<file path="config.mk">
export PLATFORM = sky130hd
export DESIGN_NAME = psu_predict
export DESIGN_NICKNAME = d
export VERILOG_FILES = /design/src/sv/psu_pkg.sv /design/src/sv/psu_predict.sv
export SDC_FILE = /design/constraint.sdc
export NUM_CORES = 1
export LEC_CHECK = 0
export BUFFER_PORTS_ARGS = -buffer_cell sky130_fd_sc_hd__buf_4
export CAP_MARGIN = 20
export CORE_ASPECT_RATIO = 0.7
export CORE_UTILIZATION = 30
export DETAILED_ROUTE_END_ITERATION = 10
export SETUP_SLACK_MARGIN = 0.5
export SYNTH_ARGS = -nofsm -noshare
export SYNTH_HDL_FRONTEND = slang
export SYNTH_SLANG_ARGS = --single-unit
</file>
<file path="constraint.sdc">
create_clock -name vclk -period 8.1
set_clock_uncertainty 0.05 [all_clocks]
set_input_delay 1.215 -clock vclk [all_inputs]
set_output_delay 1.215 -clock vclk [all_outputs]
set_load 0.02 [all_outputs]
</file>
<file path="src/sv/psu_pkg.sv">
package psu_pkg;

    // image geometry and line store size
    localparam int TILE_SIZE  = 256;
    localparam int LINE_DEPTH = TILE_SIZE * 4;
    localparam int ADDR_W     = $clog2(LINE_DEPTH);
    localparam int COL_W      = $clog2(LINE_DEPTH + 1);
    localparam int ROW_W      = $clog2(TILE_SIZE);

    // bytes-per-pixel register
    localparam int          CH_W     = 3;
    localparam logic [2:0]  CH_RGB   = 3'd3;
    localparam logic [2:0]  CH_RESET = 3'd4;

    // row strides in bytes
    localparam logic [COL_W-1:0] STRIDE_RGB  = COL_W'(3 * TILE_SIZE);
    localparam logic [COL_W-1:0] STRIDE_RGBA = COL_W'(4 * TILE_SIZE);

    localparam logic [7:0] ALPHA_OPAQUE = 8'hff;

    // row filter types
    typedef enum logic [2:0] {
        FILT_NONE  = 3'd0,
        FILT_SUB   = 3'd1,
        FILT_UP    = 3'd2,
        FILT_AVG   = 3'd3,
        FILT_PAETH = 3'd4
    } filter_t;

    // one finished pixel
    typedef struct packed {
        logic [31:0] pixel_argb;
        logic        filter_error;
        logic        last_pixel;
    } result_t;

endpackage

</file>
<file path="src/sv/psu_predict.sv">
module psu_predict (
    input  psu_pkg::filter_t filt,
    input  logic [7:0]       left,
    input  logic [7:0]       up,
    input  logic [7:0]       up_left,
    output logic [7:0]       pred
);

    import psu_pkg::*;

    logic signed [9:0] a_s;
    logic signed [9:0] b_s;
    logic signed [9:0] c_s;
    logic signed [9:0] pa_s;
    logic signed [9:0] pb_s;
    logic signed [9:0] pc_s;
    logic [9:0]        pa;
    logic [9:0]        pb;
    logic [9:0]        pc;
    logic [8:0]        avg_sum;
    logic [7:0]        paeth;

    // paeth distances: p-a = b-c, p-b = a-c, p-c = a+b-2c
    always_comb
    begin
        a_s  = signed'({2'b00, left});
        b_s  = signed'({2'b00, up});
        c_s  = signed'({2'b00, up_left});
        pa_s = b_s - c_s;
        pb_s = a_s - c_s;
        pc_s = a_s + b_s - c_s - c_s;
        pa   = pa_s[9] ? unsigned'(-pa_s) : unsigned'(pa_s);
        pb   = pb_s[9] ? unsigned'(-pb_s) : unsigned'(pb_s);
        pc   = pc_s[9] ? unsigned'(-pc_s) : unsigned'(pc_s);
        if (pa <= pb && pa <= pc)
        begin
            paeth = left;
        end
        else if (pb <= pc)
        begin
            paeth = up;
        end
        else
        begin
            paeth = up_left;
        end
    end

    // predictor select
    always_comb
    begin
        avg_sum = {1'b0, left} + {1'b0, up};
        unique case (filt)
            FILT_SUB:   pred = left;
            FILT_UP:    pred = up;
            FILT_AVG:   pred = avg_sum[8:1];
            FILT_PAETH: pred = paeth;
            default:    pred = 8'd0;
        endcase
    end

endmodule

</file>
Yosys cells after proc, flatten, opt, wreduce, memory -nomap -nowiden. Index checks and enable logic that the tools add are counted.

Add/sub/neg operators: 9. Eq/ne operators: 4. Reductions and logical operators: 1. Muxes and demuxes: 6. $lt $le $gt $ge: 3.

Operators with widths (count): 8-bit case mux with 4 select lines (1); 10-bit <= comparator (3); 10-bit 2-to-1 mux (3); 9-bit negator with 10-bit output (2); 8-bit by 8-bit adder with 9-bit output (2); 8-bit by 8-bit subtractor with 9-bit output (2); 8-bit 2-to-1 mux (2); 10-bit negator (1); 10-bit by 9-bit subtractor with 10-bit output (1); 9-bit by 8-bit subtractor with 10-bit output (1); 3-bit by 2-bit equality test with 1-bit output, second input constant (2); 3-bit by 1-bit equality test with 1-bit output, second input constant (1); 3-bit equality test, second input constant (1); 1-bit logical AND (1).

Register bits after elaboration: 0. Input port bits: 27. Word-level logic and storage cells: 23.

Longest topological paths before layout.
Depth after elaboration: 9. Mapped depth: 24. Gate-level depth less buffers: 24.

Least setup slack after synthesis. OpenSTA, ideal clock, no wires.

Path type: input to output. Start point: in left[2]. End point: out pred[1]. Buffers on the path: 1. Arrival: 5331 ps. Stages: 22. Slack: 1504 ps. Path through: inv_1 fa_1 inv_1 ha_1 nand4_1 a21oi_1 o21ai_0 o211ai_1 clkbuf_1 nor2b_1 xnor2_1 ha_1 a21o_1 a21o_1 a211o_1 o211ai_1 nor3b_1 a211oi_1 a2bb2oi_1 nor2_1 o21ai_0 o211ai_1.

Longest elaborated chain between the ends: 9. Elaborated cells between the ends (all ways): 16. Classes of those cells: add/sub: 7; order compare: 3; mux: 5; reduce/logical: 1.

RTL lines: start: declaration (RTL line psu_predict.sv:3) `input logic [7:0] left,`; 8-bit by 8-bit adder with 9-bit output (RTL line psu_predict.sv:31, psu_predict.sv:52); 9-bit by 8-bit subtractor with 10-bit output (RTL line psu_predict.sv:31) `pc_s = a_s + b_s - c_s - c_s;`; 10-bit by 9-bit subtractor with 10-bit output (RTL line psu_predict.sv:31); 10-bit negator (RTL line psu_predict.sv:34) `pc = pc_s[9] ? unsigned'(-pc_s) : unsigned'(pc_s);`; 10-bit 2-to-1 mux (RTL line psu_predict.sv:34); 10-bit <= comparator, on equally long branches (RTL line psu_predict.sv:39, psu_predict.sv:35); 8-bit 2-to-1 mux or 1-bit logical AND (tied branches) (RTL line psu_predict.sv:39, psu_predict.sv:35); 8-bit 2-to-1 mux (RTL line psu_predict.sv:35) `if (pa <= pb && pa <= pc)`; 8-bit case mux with 4 select lines * (RTL line psu_predict.sv:53) `unique case (filt)`; end: declaration (RTL line psu_predict.sv:6) `output logic [7:0] pred`.

Every way passes the cells marked *; elsewhere a longest branch is shown, timed or not.

Worst setup path in the final report.
Start point: in up[0]. End point: out pred[1].

Longest elaborated chain between the ends: 9. Elaborated cells between the ends (all ways): 16. Classes of those cells: add/sub: 7; order compare: 3; mux: 5; reduce/logical: 1.

RTL lines: start: declaration (RTL line psu_predict.sv:4) `input logic [7:0] up,`; 8-bit by 8-bit adder with 9-bit output (RTL line psu_predict.sv:31, psu_predict.sv:52); 9-bit by 8-bit subtractor with 10-bit output (RTL line psu_predict.sv:31); 10-bit by 9-bit subtractor with 10-bit output (RTL line psu_predict.sv:31); 10-bit negator (RTL line psu_predict.sv:34); 10-bit 2-to-1 mux (RTL line psu_predict.sv:34); 10-bit <= comparator, on equally long branches (RTL line psu_predict.sv:39, psu_predict.sv:35); 8-bit 2-to-1 mux or 1-bit logical AND (tied branches) (RTL line psu_predict.sv:39, psu_predict.sv:35); 8-bit 2-to-1 mux (RTL line psu_predict.sv:35); 8-bit case mux with 4 select lines * (RTL line psu_predict.sv:53).

Marks and branches as above.

==> summary.md <==
| Metric | Value |
|---|---|
| Hold Violations, Final | `0` |
| First-pass GRT wire length | `15.4 mm` |
| Cell taking the most area after synthesis | `ha_1` |
| Netlist cell types | `67` |
| Worst Path Max Fanout | `8` |
| Final routed DRC violation total | `0` |
| Worst Setup Start Kind | `primary input` |
| Site Rows | `31` |
| Via count | `3259` |
| Core ar. | `10600 sq um` |
| Max Cap Viol | `0` |
| Setup Viol. Count Final | `0` |
| Critical path capture point | `pred[1]` |
| Vias per inst | `5.21` |
| Nets | `580` |
| Status | `finished, final reports clean` |
| Post-synthesis sequential area ratio | `0` |
| Initial Util | `0.314` |
| Initial antenna violation count | `0` |
| Gp weighted congestion | `0.860` |
| Worst path max stage delay | `0.48 ns` |
| Crit path from | `up[0]` |
| Clock buffers | `0` |
| Initial DRC count | `199` |
| Kind of critical path | `primary input to primary output` |
| Pwr Density | `169 nW/um^2` |
| Synth area leaders | `ha_1, xnor2_1, inv_1` |
| Largest net degree at the start of global routing | `17` |
| PortBufs | `35` |
| Sequential Area | `0 sq um` |
| Fin crit period | `7.34 ns` |
| Crit. End Element | `primary output` |
| Syn Std Cell Area | `3310 sq um` |
| Wire per inst | `15.4 microns` |
| Slew headroom | `0.606` |
| Global-route usage over all layers | `0.166` |
| RSZ-0062 raised after global routing | `no` |
| DPL Wire Length | `8.26 mm` |
| Vias in the first global route | `3023` |
| Area of the multi-input gates | `3060 sq um` |
| Syn-to-layout area delta | `14.0%` |
| Antenna-violating nets left | `0` |
| Post-layout util | `0.358` |
| WHS | `2.76 ns` |
| Layout cell share with drive strength beyond 1 | `0.136` |
| GRT Residual Overflow | `0` |
| Hold Buf Count CTS | `0` |
| List of most frequent post-synthesis cells | `ha_1, inv_1, a21oi_1` |
| Fillers | `1118` |
| 1st-pass router iterations | `5` |
| CP arrival | `6.07 ns` |
| Die height | `89.9 microns` |
| P_leak | `1.86 nW` |
| I/O pins | `35` |
| Full die area | `11500 sq um` |
| Hold wc startpoint | `left[2]` |
| Maximum operating frequency | `136 MHz` |
| Crit path required time | `6.84 ns` |
| Yosys warnings | `0` |
| Slowest cell on crit path | `a311oi_1` |
| Setup_tns | `0 ns` |
| Max IR drop VDD | `0.0606 mV` |
| Seq Cell Count | `0` |
| Hold/Removal Path Class | `primary input to primary output` |
| Mapped Cells | `442` |
| Tcrit/Tclk final | `0.906` |
| Slew Limit Fails | `0` |
| Syn_area_per_cell | `7.49 sq um` |
| Slew @ Worst Pin | `0.588 ns` |
| Diode count | `0` |
| Routed wire length | `9.59 mm` |
| CP Cell Sequence | `buf_4 > inv_1 > ha_1 > inv_1 > fa_1 > and3_1 > o21ai_2 > a21oi_1 > a2111oi_4 > nand2_1 > o21ai_0 > xnor2_1 > ha_1 > o21a_1 > o21ai_0 > nand2b_1 > a21oi_1 > a311oi_1 > a211o_1 > a2bb2oi_1 > nand3_2 > o211ai_1 > buf_4` |
| Yosys top cell area share | `0.238` |
| Chip width | `128 microns` |
==> layout make-up <==
cell class                      instances  area share
Timing Repair Buffer                   39      0.0776
Multi-Input combinational cell        374       0.810
Tap cell                              148      0.0491
Inverter                               64      0.0637
==> metal layers <==
metal,GRT usage,share of wire,wire length (microns)
met5,0,0,0
met4,0.00298,0.0025,24
met3,0.00952,0.057,545
met2,0.253,0.41,3910
met1,0.264,0.53,5120
==> kinds of logic (layout without fill, tap and decap cells) <==
group                    Yosys count  after routing  synth area share
buffers and inverters             70            103            0.0835
adder cells (fa/ha/maj)           75             75             0.308
AND/OR/NAND/NOR                  117            117             0.190
AO/OA/AOI/OAI                    127            127             0.270
multiplexers                      11             11            0.0336
other                              2              4           0.00227
XOR/XNOR                          40             40             0.112
==> worst min-delay path by stage <==
stage               to  slack, ns  depth (start not counted)
6_report       pred[2]       2.76                          4
4_1_cts        pred[2]       2.75                          4
5_1_grt        pred[2]       2.78                          4
2_1_floorplan  pred[0]       2.63                          2
3_3_place_gp   pred[2]       2.74                          4
3_5_place_dp   pred[2]       2.74                          4
==> metrics by stage <==
| stage | std cells | worst slack [ns] | area [sq um] | total power (W) |
|---|---|---|---|---|
| detailed placement | 621 | 0.593 | 3730 | 0.000619 |
| floorplan | 444 | 1.50 | 3320 | 0.000475 |
| finish | 625 | 0.765 | 3770 | 0.000636 |
| global route | 625 | 0.534 | 3770 | 0.000706 |
| CTS | 621 | 0.560 | 3730 | 0.000622 |
| global placement | 621 | 0.705 | 3730 | 0.000604 |
==> critical path: cells and delay by family <==
family	cells	cell delay (ns)
adder cells (fa/ha/maj)	3	0.91
buffers and inverters	4	0.44
XOR/XNOR	1	0.16
AO/OA/AOI/OAI	11	2.58
AND/OR/NAND/NOR	4	0.73
==> cells in the final DEF, fill, tap and decap left out, types with 3 or more instances in the layout <==
| cell | Yosys | final |
|---|---|---|
| nand3b_1 | 5 | 5 |
| o21ai_0 | 22 | 22 |
| inv_1 | 63 | 63 |
| mux2i_1 | 10 | 10 |
| o211ai_1 | 5 | 5 |
| ha_1 | 63 | 63 |
| nand2b_1 | 7 | 7 |
| xor2_1 | 9 | 9 |
| or3_1 | 4 | 4 |
| nor2b_1 | 8 | 8 |
| buf_4 | 0 | 39 |
| or2_2 | 3 | 3 |
| nor4_1 | 4 | 3 |
| fa_1 | 11 | 11 |
| a22oi_1 | 5 | 5 |
| nor3_1 | 7 | 7 |
| o21ai_1 | 9 | 9 |
| nand4_1 | 6 | 6 |
| a21oi_1 | 37 | 37 |
| and2_1 | 4 | 4 |
| a211oi_1 | 3 | 3 |
| nand2_1 | 20 | 20 |
| o21bai_1 | 4 | 4 |
| a21o_1 | 16 | 16 |
| nor2_1 | 27 | 26 |
| xnor2_1 | 29 | 29 |
| a211o_1 | 4 | 4 |
| conb_1 | 2 | 4 |
| nand3_1 | 6 | 5 |
| and3_1 | 3 | 3 |
==> report_power, final <==
group	switching [W]	internal [W]	total, W
clock	0	0	0
sequential	0	0	0
combinational	0.000358	0.000278	0.000636
==> what timing repair did <==
item	CTS	global route
endpoints found under the hold margin	0	0
setup buffers	0	4
endpoints found under the setup margin	0	8
gates resized for setup	0	3
No activity file was read; power rests on OpenSTA's default activity.
