[src/sv/psu_pkg.sv]
package psu_pkg;

    // image geometry and line store size
    localparam int TILE_SIZE  = 256;
    localparam int LINE_DEPTH = TILE_SIZE * 4;
    localparam int ADDR_W     = $clog2(LINE_DEPTH);
    localparam int COL_W      = $clog2(LINE_DEPTH + 1);
    localparam int ROW_W      = $clog2(TILE_SIZE);

    // bytes-per-pixel register
    localparam int          CH_W     = 3;
    localparam logic [2:0]  CH_RGB   = 3'd3;
    localparam logic [2:0]  CH_RESET = 3'd4;

    // row strides in bytes
    localparam logic [COL_W-1:0] STRIDE_RGB  = COL_W'(3 * TILE_SIZE);
    localparam logic [COL_W-1:0] STRIDE_RGBA = COL_W'(4 * TILE_SIZE);

    localparam logic [7:0] ALPHA_OPAQUE = 8'hff;

    // row filter types
    typedef enum logic [2:0] {
        FILT_NONE  = 3'd0,
        FILT_SUB   = 3'd1,
        FILT_UP    = 3'd2,
        FILT_AVG   = 3'd3,
        FILT_PAETH = 3'd4
    } filter_t;

    // one finished pixel
    typedef struct packed {
        logic [31:0] pixel_argb;
        logic        filter_error;
        logic        last_pixel;
    } result_t;

endpackage

[src/sv/psu_if.sv]


// reconstructed pixels
interface psu_out_if;
    logic        valid;
    logic        ready;
    logic [31:0] pixel_argb;
    logic        filter_error;
    logic        last_pixel;

    modport source (output valid, output pixel_argb, output filter_error,
                    output last_pixel, input ready);
    modport sink (input valid, input pixel_argb, input filter_error,
                  input last_pixel, output ready);
endinterface


[src/sv/psu_out_buf.sv]
module psu_out_buf (
    input  logic              clk,
    input  logic              rst_n,
    input  logic              push,
    input  psu_pkg::result_t  push_data,
    output logic              full,
    psu_out_if.source         pixel_out
);

    import psu_pkg::*;

    logic    main_valid_reg;
    logic    skid_valid_reg;
    result_t main_reg;
    result_t skid_reg;
    logic    pop;

    assign pop = main_valid_reg && pixel_out.ready;

    // valid flags of the two entries
    always_ff @(posedge clk or negedge rst_n)
    begin
        if (!rst_n)
        begin
            main_valid_reg <= 1'b0;
            skid_valid_reg <= 1'b0;
        end
        else if (pop)
        begin
            if (skid_valid_reg)
            begin
                skid_valid_reg <= 1'b0;
            end
            else if (!push)
            begin
                main_valid_reg <= 1'b0;
            end
        end
        else if (push)
        begin
            if (main_valid_reg)
            begin
                skid_valid_reg <= 1'b1;
            end
            else
            begin
                main_valid_reg <= 1'b1;
            end
        end
    end

    // payload of the two entries
    always_ff @(posedge clk)
    begin
        if (pop)
        begin
            if (skid_valid_reg)
            begin
                main_reg <= skid_reg;
            end
            else if (push)
            begin
                main_reg <= push_data;
            end
        end
        else if (push)
        begin
            if (main_valid_reg)
            begin
                skid_reg <= push_data;
            end
            else
            begin
                main_reg <= push_data;
            end
        end
    end

    assign full                   = skid_valid_reg;
    assign pixel_out.valid        = main_valid_reg;
    assign pixel_out.pixel_argb   = main_reg.pixel_argb;
    assign pixel_out.filter_error = main_reg.filter_error;
    assign pixel_out.last_pixel   = main_reg.last_pixel;

endmodule

[src/flat_wrapper.sv]
// flat-port wrapper written by rule: the top's interface ports become plain ports
module psu_out_buf_flat import psu_pkg::*;
  (clk, rst_n, push, push_data, full, pixel_out_valid, pixel_out_pixel_argb, pixel_out_filter_error, pixel_out_last_pixel, pixel_out_ready);
  psu_out_if pixel_out_i ();
  input  logic clk;
  input  logic rst_n;
  input  logic push;
  input  psu_pkg::result_t push_data;
  output logic full;
  output wire logic [$bits(pixel_out_i.valid)-1:0] pixel_out_valid;
  output wire logic [$bits(pixel_out_i.pixel_argb)-1:0] pixel_out_pixel_argb;
  output wire logic [$bits(pixel_out_i.filter_error)-1:0] pixel_out_filter_error;
  output wire logic [$bits(pixel_out_i.last_pixel)-1:0] pixel_out_last_pixel;
  input wire logic [$bits(pixel_out_i.ready)-1:0] pixel_out_ready;
  assign pixel_out_valid = pixel_out_i.valid;
  assign pixel_out_pixel_argb = pixel_out_i.pixel_argb;
  assign pixel_out_filter_error = pixel_out_i.filter_error;
  assign pixel_out_last_pixel = pixel_out_i.last_pixel;
  assign pixel_out_i.ready = pixel_out_ready;
  psu_out_buf u_core (.clk(clk), .rst_n(rst_n), .push(push), .push_data(push_data), .full(full), .pixel_out(pixel_out_i));
endmodule
[config.mk]
export PLATFORM = sky130hd
export DESIGN_NAME = psu_out_buf_flat
export DESIGN_NICKNAME = d
export VERILOG_FILES = /design/src/sv/psu_pkg.sv /design/src/sv/psu_if.sv /design/src/sv/psu_out_buf.sv /design/src/flat_wrapper.sv
export SDC_FILE = /design/constraint.sdc
export NUM_CORES = 1
export LEC_CHECK = 0
export CAP_MARGIN = 20
export CORE_MARGIN = 1
export CORE_UTILIZATION = 50
export DETAILED_ROUTE_END_ITERATION = 10
export DONT_BUFFER_PORTS = 1
export MAX_ROUTING_LAYER = met4
export PLACE_DENSITY = 0.71
export SLEW_MARGIN = 20
export SYNTH_ARGS = -nofsm -noshare
export SYNTH_HDL_FRONTEND = slang
export SYNTH_SLANG_ARGS = --single-unit
[constraint.sdc]
create_clock -name clk -period 3.22 [get_ports clk]
set_input_delay 0.483 -clock clk [delete_from_list [all_inputs] [get_ports clk]]
set_output_delay 0.483 -clock clk [all_outputs]
set_load 0.02 [all_outputs]
# Word level (Yosys, flattened, before mapping)
# Cells that the tools add are included.
[totals]
ff_bits = 70
inputBits = 38
[op_classes]
n_eq_ne = 3
mux = 12
bitwise_logic = 1
reduce_logical = 8
[op_table]
columns = ["op", "count"]
rows = [
  ["2-to-1 mux 34 bit", 5],
  ["AND reduction 3 bit", 3],
  ["2-to-1 mux 1 bit", 7],
  ["inequality test 2 bit, second input constant", 3],
  ["nonzero test 2 bit", 3],
  ["AND reduction 2 bit", 1],
  ["logical AND 1 bit", 1],
  ["inverter 1 bit", 1],
]

# Longest topological paths before layout
# Gate-level depths: netlist of the first run.
[logic_depth]
ltp_word = 3
depth_mapped = 4
mapped_depth_nobuf = 2

# Least setup slack after synthesis of the first run
# Ideal clock, no wire load.
[synth_timing]
path_type = "register to register"
startpoint = "register u_core.main_valid_reg (netlist: u_core.pixel_out.valid)"
endpoint = "register u_core.main_reg (netlist bit u_core.pixel_out.filter_error) (enable)"
arrival_time_ps = 2385
required_time_ps = 2783
slack_ps = 399
path_stages_with_launch = 4
path_buffers = 1
synth_period_minus_slack_ps = 2821
cell_sequence = "dfrtp_1 -> buf_4 -> a21oi_1 -> a21oi_1"
[synth_between]
elab_chain_cells = 3
[synth_lines]
columns = ["element", "line", "source"]
rows = [
  ["from (decl)", "psu_out_buf.sv:12", "logic main_valid_reg;"],
  ["from (signal assigned)", "psu_out_buf.sv:25", "main_valid_reg <= 1'b0;"],
  ["from (signal assigned)", "psu_out_buf.sv:36", "main_valid_reg <= 1'b0;"],
  ["from (signal assigned)", "psu_out_buf.sv:47", "main_valid_reg <= 1'b1;"],
  ["logical AND 1 bit", "psu_out_buf.sv:18", "assign pop = main_valid_reg && pixel_out.ready;"],
  ["inequality test 2 bit (no source line) or nonzero test 2 bit (tied branches)", "--", ""],
  ["AND reduction 3 bit (no source line) *", "--", ""],
  ["to (signal assigned)", "psu_out_buf.sv:59", "main_reg <= skid_reg;"],
  ["to (signal assigned)", "psu_out_buf.sv:63", "main_reg <= push_data;"],
  ["to (signal assigned)", "psu_out_buf.sv:74", "main_reg <= push_data;"],
  ["to (decl)", "psu_out_buf.sv:14", "result_t main_reg;"],
]
# Mark *: on every way between the ends. The rest lies on a longest branch, timed or not.
# A chain may end at the register's enable or synchronous reset.

# Worst setup path after layout of the first run
[layout_timing]
startpoint = "register u_core.main_valid_reg (netlist: u_core.pixel_out.valid)"
endpoint = "register u_core.main_reg (netlist bit u_core.pixel_out.pixel_argb[26]) (data pin)"
[layout_between]
elab_chain_cells = 2
[layout_lines]
columns = ["element", "line", "source"]
rows = [
  ["logical AND 1 bit", "psu_out_buf.sv:18", ""],
  ["2-to-1 mux 34 bit", "psu_out_buf.sv:55", "if (pop)"],
]
# No other way between the ends.

==> results of run 1 <==
-- layer usage --
layer,routed length [µm],GRT usage [%]
met1,1690,17.6
met2,2100,25.4
met3,272,7.80
met4,72,8.64
met5,0,-
-- through the flow --
stage	power [mW]	hold slack (ps)
6_report	1.88	240
3_3_place_gp	1.33	187
3_5_place_dp	1.34	187
4_1_cts	1.90	215
5_1_grt	1.95	210
2_1_floorplan	1.31	187
-- final timing paths --
check	slack, ps	endpoint	cells past startpoint
worst min register to register	550	u_core.pixel_out.pixel_argb[25]	1
worst min-delay path	240	u_core.skid_reg[8]	0
worst max register to register	1190	u_core.pixel_out.pixel_argb[26]	2
worst max-delay path	1190	u_core.pixel_out.pixel_argb[26]	2
max in group asynchronous	2720	u_core.pixel_out.valid	1
min in group asynchronous	380	u_core.full	1
-- cell type report --
cell class	instances	area, µm²	area share [%]
clock inverters	3	11.3	0.386
repair buffers	2	17.5	0.601
flip-flops and latches	70	2090	71.7
inverters	1	3.75	0.129
well taps	70	87.6	3.00
multi-input cells	42	566	19.4
clock buffers	13	139	4.76
-- power by group --
part           total (mW)  internal [mW]  leakage (nW)  switching, mW
Sequential           1.18           1.09         0.666         0.0870
Clock               0.563          0.273        0.0741          0.290
Combinational       0.136         0.0722         0.331         0.0635
-- synth_stat cells --
| library cell | count |
|---|---|
| nand3_4 | 1 |
| buf_4 | 1 |
| and3_1 | 1 |
| dfrtp_1 | 2 |
| buf_6 | 3 |
| a21o_1 | 1 |
| a21oi_1 | 4 |
| nand2b_1 | 1 |
| mux2_2 | 4 |
| edfxtp_1 | 68 |
| mux2_4 | 30 |
| inv_1 | 1 |
-- logic make-up (layout without fill, tap and decap cells) --
group / after synthesis / count (layout)
buf+inv: 5 / 19
simple gates: 3 / 3
compound gates: 5 / 5
mux: 34 / 34
flops: 70 / 70
-- what timing repair did --
action                                 CTS  global route
gates resized for setup                  0             0
endpoints found under the hold margin    2             0
hold buffers                             1             0
setup buffers                            0             0
==> results.py, run 1 <==
metrics = {
    "outcome": {
        "status": "complete, no violations",
    },
    "job": {
        "cap_violations": 0,
    },
    "timing": {
        "period_share_pct": 63.1,
        "slew_headroom_pct": 47.1,
        "min_period_ps": 2030,
        "worst_pin_slew_ps": 794,
        "fmax_ghz": 0.492,
        "finalMaxSlewViolations": 0,
        "finClkSkew_ps": 5.21,
        "rsz0062_at_grt": "no",
        "setup_tns_ps": 0,
        "final_hold_viol_count": 0,
        "setup_viol_count_final": 0,
        "finalWorstSetupSlack_ps": 1190,
    },
    "min_path": {
        "worstHoldStart": "push_data[8]",
        "hold_class": "in -> reg",
    },
    "detailed_routing": {
        "wl_per_cell_um": 20.6,
        "dr.pass1.iters": 4,
        "dr.first_iter.drc_count": 57,
        "drtAntennaViolNets": 0,
        "dr_total_vias": 1064,
        "vias_per_cell": 5.29,
        "wl_mm": 4.13,
        "drc": 0,
    },
    "place": {
        "hpwl_mm": 2.65,
        "port-buffer-count": 0,
        "placed_area_um2": 2760,
        "gp_congestion": 0.626,
        "post-place-ws_ps": 1170,
        "dp.cells": 184,
    },
    "floorplanning": {
        "rows": 26,
        "chipHeight_um": 75.4,
        "io_pins": 74,
        "core-area_um2": 5140,
        "die_width_um": 75.4,
        "die_area_um2": 5680,
        "initial_utilization_pct": 52.3,
    },
    "synthesis": {
        "synth_fa_ha_area_share_pct": 0,
        "ys_seq_area_share_pct": 77.8,
        "synth-compound-area-share_pct": 1.02,
        "synthMuxAreaShare_pct": 18.4,
        "syn_avg_cell_area_um2": 23.0,
        "synth_top_area_share_pct": 75.9,
        "synth-xor-area-share_pct": 0,
        "synth_top_family_by_area": "multiplexers",
        "synth_seq_cells": 70,
        "syn_nets": 155,
        "synth_cell_types": 12,
        "synth_simple_gate_area_share_pct": 1.12,
        "synth_top_area_cell": "edfxtp_1",
        "synth.area.top_cells": "edfxtp_1, mux2_4, dfrtp_1, mux2_2, buf_6",
        "netlist_instances": 117,
        "mappedNetlistArea_um2": 2690,
        "yosysWarningCount": 0,
    },
    "worst_setup_path": {
        "end_kind": "flip-flop",
        "cp_max_fo": 34,
        "crit_family": "flip-flops",
        "worstPathArrival_ps": 2110,
        "crit_type": "reg -> reg",
        "crit_buf_inv": 0,
        "reg2reg_from": "u_core.pixel_out.valid",
        "path_cells": "nand3_4, mux2_4",
        "critPathSlowestCell": "dfrtp_1",
        "startpoint": "u_core.pixel_out.valid",
        "critical-path-max-stage-delay_ps": 640,
        "crit_required_ps": 3300,
        "critPathLaunchType": "flip-flop",
    },
    "finish": {
        "fin_area_um2": 2920,
        "layout.nets": 164,
        "final_common_cell": "edfxtp_1",
        "n_antenna_cell": 0,
        "final_cell_mix": "edfxtp_1, mux2_4, clkbuf_8",
        "num-fill-cells": 435,
        "instances_no_fill": 201,
        "largest_reg_flops": 34,
        "drive_gt1_share_pct": 35.9,
        "utilization_pct": 56.7,
        "area_growth_pct": 8.42,
    },
    "global_route": {
        "grt-ovfl-total": 0,
        "grt_max_degree": 35,
        "antenna_found_initial": 0,
        "track_usage_pct": 16.4,
        "first_global_vias": 1145,
        "grt_pass1_wl_mm": 6.02,
    },
    "power_and_ir_drop": {
        "p_leak_nw": 1.07,
        "ir_worst_vdd_uv": 384,
        "cellPowerDensity_nw_per_um2": 644,
    },
    "clock_network": {
        "clock-sinks": 70,
        "clk_path_buf_depth": 2,
        "cts_root_buf": "clkbuf_8",
        "clk_pin_slew_ps": 70,
        "cts_tree": "built",
        "cts_buffers": 9,
        "h-tree-depth": 3,
        "insertion_delay_ps": 330,
    },
}
(Power assumes the default switching activity.)
==> inputs of run 2 (changes only) <==
--- a/config.mk
+++ b/config.mk
@@ -11,7 +11,7 @@
 export DETAILED_ROUTE_END_ITERATION = 10
 export DONT_BUFFER_PORTS = 1
 export MAX_ROUTING_LAYER = met4
-export PLACE_DENSITY = 0.71
+export PLACE_DENSITY = 0.74
 export SLEW_MARGIN = 20
 export SYNTH_ARGS = -nofsm -noshare
 export SYNTH_HDL_FRONTEND = slang
==> constraint.sdc (replaced) <==
create_clock -name clk -period 1.7 [get_ports clk]
set_input_delay 0.255 -clock clk [delete_from_list [all_inputs] [get_ports clk]]
set_output_delay 0.255 -clock clk [all_outputs]
set_load 0.02 [all_outputs]
==> run 2 against run 1 <==
Compared with the run above: cell count grew 4.0%; total power rose by 90%; hold slack got worse by 220 ps; sequential share of layout area is 2.8 points lower; via count is 3.4% higher; highest routed layer unchanged; die area unchanged; cell area is 4.2% higher; global-route usage decreased by 0.90 points; maximum frequency up 46%; critical path depth rose by 1; register-to-register slack got worse by 880 ps; critical endpoint is now u_core.pixel_out.pixel_argb[31]; combinational power is 130% higher.
==> results.py, run 2 (synthesized netlist as in run 1, its figures left out) <==
metrics = {
    "detailed_routing": {
        "vias_per_cell": 5.26,
        "dr_total_vias": 1100,
        "drtAntennaViolNets": 0,
        "wl_mm": 4.02,
        "dr.pass1.iters": 4,
        "drc": 0,
        "dr.first_iter.drc_count": 99,
        "wl_per_cell_um": 19.2,
    },
    "timing": {
        "setup_tns_ps": 0,
        "min_period_ps": 1390,
        "fmax_ghz": 0.720,
        "setup_viol_count_final": 0,
        "period_share_pct": 81.7,
        "slew_headroom_pct": 82.9,
        "rsz0062_at_grt": "no",
        "finClkSkew_ps": 6.80,
        "finalMaxSlewViolations": 0,
        "worst_pin_slew_ps": 256,
        "final_hold_viol_count": 0,
    },
    "clock_network": {
        "clock-sinks": 70,
        "h-tree-depth": 3,
        "postCtsSetupBuffers": 0,
        "cts_resized": 0,
        "cts_tree": "built",
        "clk_pin_slew_ps": 60,
        "insertion_delay_ps": 320,
        "cts_buffers": 9,
        "cts_root_buf": "clkbuf_8",
        "cts_hold_buf": 1,
        "clk_path_buf_depth": 2,
    },
    "finish": {
        "n_antenna_cell": 0,
        "instances_no_fill": 209,
        "largest_reg_flops": 34,
        "utilization_pct": 59.1,
        "final_common_cell": "edfxtp_1",
        "layout.nets": 174,
        "drive_gt1_share_pct": 39.6,
        "final_cell_mix": "edfxtp_1, mux2_4, clkbuf_8",
        "fin_area_um2": 3040,
        "area_growth_pct": 12.9,
    },
    "outcome": {
        "status": "complete, no violations",
    },
    "worst_setup_path": {
        "critPathSlowestCell": "dfrtp_2",
        "path_cells": "nand3_4, buf_12, mux2_2",
        "startpoint": "u_core.pixel_out.valid",
        "r2r_end": "u_core.pixel_out.pixel_argb[31]",
        "r2r_setup_slack_ps": 310,
        "reg2reg_depth": 3,
        "critical-path-max-stage-delay_ps": 420,
        "end_kind": "flip-flop",
        "critPathLaunchType": "flip-flop",
        "crit_type": "reg -> reg",
        "crit_buf_inv": 1,
        "cp_max_fo": 34,
        "crit_family": "flip-flops",
        "worstPathArrival_ps": 1460,
        "reg2reg_from": "u_core.pixel_out.valid",
        "crit_cells": 3,
        "crit_required_ps": 1770,
        "worstSetupEndpoint": "u_core.pixel_out.pixel_argb[31]",
    },
    "global_route": {
        "first_global_vias": 1117,
        "grt_max_degree": 35,
        "grt-ovfl-total": 0,
        "antenna_found_initial": 0,
        "grt_pass1_wl_mm": 5.85,
        "track_usage_pct": 15.5,
    },
    "power_and_ir_drop": {
        "cellPowerDensity_nw_per_um2": 1170,
        "p_leak_nw": 1.13,
        "ir_worst_vdd_uv": 555,
    },
    "floorplanning": {
        "rows": 26,
        "initial_utilization_pct": 52.3,
        "chipHeight_um": 75.4,
        "core-area_um2": 5140,
        "die_width_um": 75.4,
        "die_area_um2": 5680,
        "io_pins": 74,
    },
    "place": {
        "dp.cells": 189,
        "gp_congestion": 0.664,
        "port-buffer-count": 0,
        "placed_area_um2": 2830,
        "hpwl_mm": 2.61,
    },
    "min_path": {
        "hold_class": "in -> reg",
    },
    "job": {
        "cap_violations": 0,
    },
}
run 2: through the flow:
step | power (mW) | setup slack, ps | hold slack [ps]
floorplan | 2.48 | 5.09 | -40.6
global placement | 2.54 | 340 | -40.5
detailed placement | 2.56 | 305 | -40.5
CTS | 3.61 | 295 | 3.93
global route | 3.73 | 254 | 0.364
finish | 3.56 | 311 | 24.6
run 2: worst reg2reg max path, delay by kind of cell (launching register included):
kind | cells | cell delay [ps]
AND/OR/NAND/NOR | 1 | 90
buffers and inverters | 1 | 260
multiplexers | 1 | 380
flip-flops | 1 | 420
run 2: worst min path at each step:
stage	endpoint	from	depth (start not counted)
after floorplan	u_core.full	rst_n	0
after global placement	u_core.full	rst_n	0
after detailed placement	u_core.pixel_out.valid	rst_n	0
after CTS	u_core.skid_reg[1]	push_data[1]	0
after global routing	u_core.skid_reg[28]	push_data[28]	0
final	u_core.full	pixel_out_ready	1
run 2: layout make-up:
| cell class | count | area (µm²) |
|---|---|---|
| inverters | 1 | 3.75 |
| fillers | 412 | 2100 |
| clock buffers | 11 | 131 |
| flip-flops and latches | 70 | 2090 |
| multi-input cells | 42 | 566 |
| well taps | 70 | 87.6 |
| repair buffers | 12 | 143 |
| clock inverters | 3 | 13.8 |
run 2: per-layer routing:
metal  part of all wire [%]  up-vias  wire length (µm)  track usage (%)
li1                       -      499                 -                -
met1                     42      554              1680             18.7
met2                     50       42              2020             23.1
met3                    6.5        5               261             4.76
met4                    1.4        0                55             9.26
met5                      0        -                 0                -
run 2: where the power goes:
| part | internal, mW | switching [mW] |
|---|---|---|
| Combinational | 0.169 | 0.138 |
| Sequential | 2.07 | 0.149 |
| Clock | 0.504 | 0.537 |
| Total | 2.74 | 0.824 |
==> inputs of run 3 (changes only) <==
--- a/config.mk
+++ b/config.mk
@@ -5,13 +5,14 @@
 export SDC_FILE = /design/constraint.sdc
 export NUM_CORES = 1
 export LEC_CHECK = 0
+export ABC_AREA = 1
 export CAP_MARGIN = 20
 export CORE_MARGIN = 1
 export CORE_UTILIZATION = 50
 export DETAILED_ROUTE_END_ITERATION = 10
 export DONT_BUFFER_PORTS = 1
 export MAX_ROUTING_LAYER = met4
-export PLACE_DENSITY = 0.74
+export PLACE_DENSITY = 0.71
 export SLEW_MARGIN = 20
 export SYNTH_ARGS = -nofsm -noshare
 export SYNTH_HDL_FRONTEND = slang
==> constraint.sdc (replaced) <==
create_clock -name clk -period 1.4 [get_ports clk]
set_input_delay 0.21 -clock clk [delete_from_list [all_inputs] [get_ports clk]]
set_output_delay 0.21 -clock clk [all_outputs]
set_load 0.02 [all_outputs]
==> run 3 against run 2 <==
Compared with the run above: synthesized cell count grew 74%; register-to-register slack lost 240 ps; highest routed layer unchanged; via count grew 55%; cell area grew 9.7%; critical path depth grew 2; synthesized area grew 2.7%; total power grew 25%; non-clock buffer count grew 30; combinational power grew 46%.
==> results.py, run 3 <==
metrics = {
    "outcome": {
        "status": "complete, no violations",
    },
    "synthesis": {
        "synth_edf_count": 68,
        "synth_seq_cells": 70,
        "yosysWarningCount": 0,
        "synth_most_common_cell": "nand2_1",
        "synth_ff_type": "edfxtp_1",
        "syn_avg_cell_area_um2": 13.6,
        "synth.area.top_cells": "edfxtp_1, nand2_1, nand4_1, buf_6, dfrtp_1",
        "netlist_instances": 203,
        "syn_nets": 241,
        "netlist_top_cells_count": "nand2_1, edfxtp_1, nand4_1",
        "synth_top_area_cell": "edfxtp_1",
        "ys_seq_area_share_pct": 75.7,
        "async_flop_share_pct": 2.86,
        "synth_top_area_share_pct": 73.9,
        "mappedNetlistArea_um2": 2760,
        "synth_cell_types": 11,
    },
    "place": {
        "dp.cells": 265,
        "post-place-ws_ps": 103,
        "hpwl_mm": 2.88,
        "port-buffer-count": 0,
        "placed_area_um2": 2820,
        "gp_congestion": 0.714,
    },
    "finish": {
        "drive_gt1_share_pct": 9.76,
        "n_antenna_cell": 0,
        "multi_input_area_um2": 554,
        "final_cell_mix": "nand2_1, edfxtp_1, dlygate4sd3_1",
        "area_growth_pct": 20.6,
        "instances_no_fill": 316,
        "seqCellArea_um2": 2090,
        "final_common_cell": "nand2_1",
        "num-fill-cells": 416,
        "largest_reg_flops": 34,
        "layout.nets": 280,
        "fin_area_um2": 3330,
    },
    "detailed_routing": {
        "drtAntennaViolNets": 0,
        "wl_per_cell_um": 17.0,
        "drc": 0,
        "wl_mm": 5.37,
        "vias_per_cell": 5.40,
        "dr.pass1.iters": 5,
        "dr.first_iter.drc_count": 153,
        "dr_total_vias": 1707,
    },
    "power_and_ir_drop": {
        "cellPowerDensity_nw_per_um2": 1340,
        "ir_worst_vdd_uv": 706,
        "p_leak_nw": 1.27,
        "power_mw": 4.46,
    },
    "timing": {
        "final_hold_viol_count": 0,
        "rsz0062_at_grt": "yes",
        "finalWorstSetupSlack_ps": 75.3,
        "worst_pin_slew_ps": 249,
        "setup_viol_count_final": 0,
        "min_period_ps": 1320,
        "finClkSkew_ps": 4.59,
        "fmax_ghz": 0.755,
        "period_share_pct": 94.6,
        "slew_headroom_pct": 83.4,
        "finalMaxSlewViolations": 0,
    },
    "worst_setup_path": {
        "crit_type": "reg -> reg",
        "end_kind": "flip-flop",
        "cp_max_fo": 34,
        "critPathLaunchType": "flip-flop",
        "crit_required_ps": 1420,
        "worstPathArrival_ps": 1350,
    },
    "floorplanning": {
        "io_pins": 74,
        "rows": 26,
        "core-area_um2": 5200,
        "die_area_um2": 5830,
        "initial_utilization_pct": 53.1,
        "chipHeight_um": 76.4,
        "die_width_um": 76.4,
    },
    "clock_network": {
        "postCtsSetupBuffers": 0,
        "cts_tree": "built",
        "cts_root_buf": "clkbuf_8",
        "h-tree-depth": 3,
        "clk_pin_slew_ps": 70,
        "insertion_delay_ps": 330,
        "clock-sinks": 70,
        "clk_path_buf_depth": 2,
        "cts_buffers": 9,
    },
    "global_route": {
        "grt-ovfl-total": 0,
        "antenna_found_initial": 0,
        "grt_pass1_wl_mm": 8.34,
        "track_usage_pct": 20.0,
        "first_global_vias": 1697,
        "grt_max_degree": 39,
    },
    "min_path": {
        "hold_class": "in -> reg",
    },
    "job": {
        "cap_violations": 0,
    },
}
## run 3: timing repair
item / CTS / global route
hold endpoints to repair: 36 / 0
setup endpoints to repair: 0 / 10
hold buffers: 35 / 0
gates resized for setup: 0 / 1
## run 3: where the power goes
group | switching [mW] | internal [mW] | total, mW
Combinational | 0.271 | 0.179 | 0.449
Clock | 0.666 | 0.610 | 1.28
Sequential | 0.209 | 2.53 | 2.73
## run 3: final timing paths
kind                                                         to              startpoint  depth (start not counted)  slack [ps]
worst max-delay path            u_core.pixel_out.pixel_argb[14]  u_core.pixel_out.valid                          5          80
worst min-delay path                     u_core.pixel_out.valid                    push                          2          30
worst max register to register  u_core.pixel_out.pixel_argb[14]  u_core.pixel_out.valid                          5          80
worst min register to register   u_core.pixel_out.pixel_argb[6]      u_core.skid_reg[8]                          2         560
max in group asynchronous                u_core.pixel_out.valid                   rst_n                          1        1170
min in group asynchronous                           u_core.full                   rst_n                          1         100
## run 3: layout make-up
class / instances / area share, %
Clock buffer: 11 / 3.94
Clock inverter: 4 / 0.450
Timing Repair Buffer: 42 / 12.8
Multi-Input combinational cell: 114 / 16.6
Sequential cell: 70 / 62.8
Tap cell: 70 / 2.63
Inverter: 5 / 0.676
## run 3: per-stage QoR
step           setup TNS (ps)  hold WS (ps)  util, %
2_1_floorplan          -16080         -85.6        -
6_report                    0          30.7     64.0
4_1_cts                     0          17.9     63.7
5_1_grt                 -54.2          21.1     64.0
3_5_place_dp                0         -85.5     54.2
3_3_place_gp                0         -85.5     54.2
## run 3: worst max-delay path, stage by stage, from the launching register on
cell and delay, ps:
dfrtp_2 500, nand2_2 80, nand2_1 90, nand2_2 60
clkinvlp_4 80, buf_12 200
## run 3: metal layers
layer  part of all wire, %  track usage [%]
met1                    43             24.3
met2                    48             28.9
met3                   7.0             7.43
met4                   1.8             11.2
met5                     0                -
## run 3: cell families (layout without fill, tap and decap cells)
logic type / after synthesis / count (layout) / share of synthesized area (%)
AND/OR/NAND/NOR: 113 / 114 / 19.0
buffers and inverters: 20 / 62 / 5.34
flip-flops: 70 / 70 / 75.7
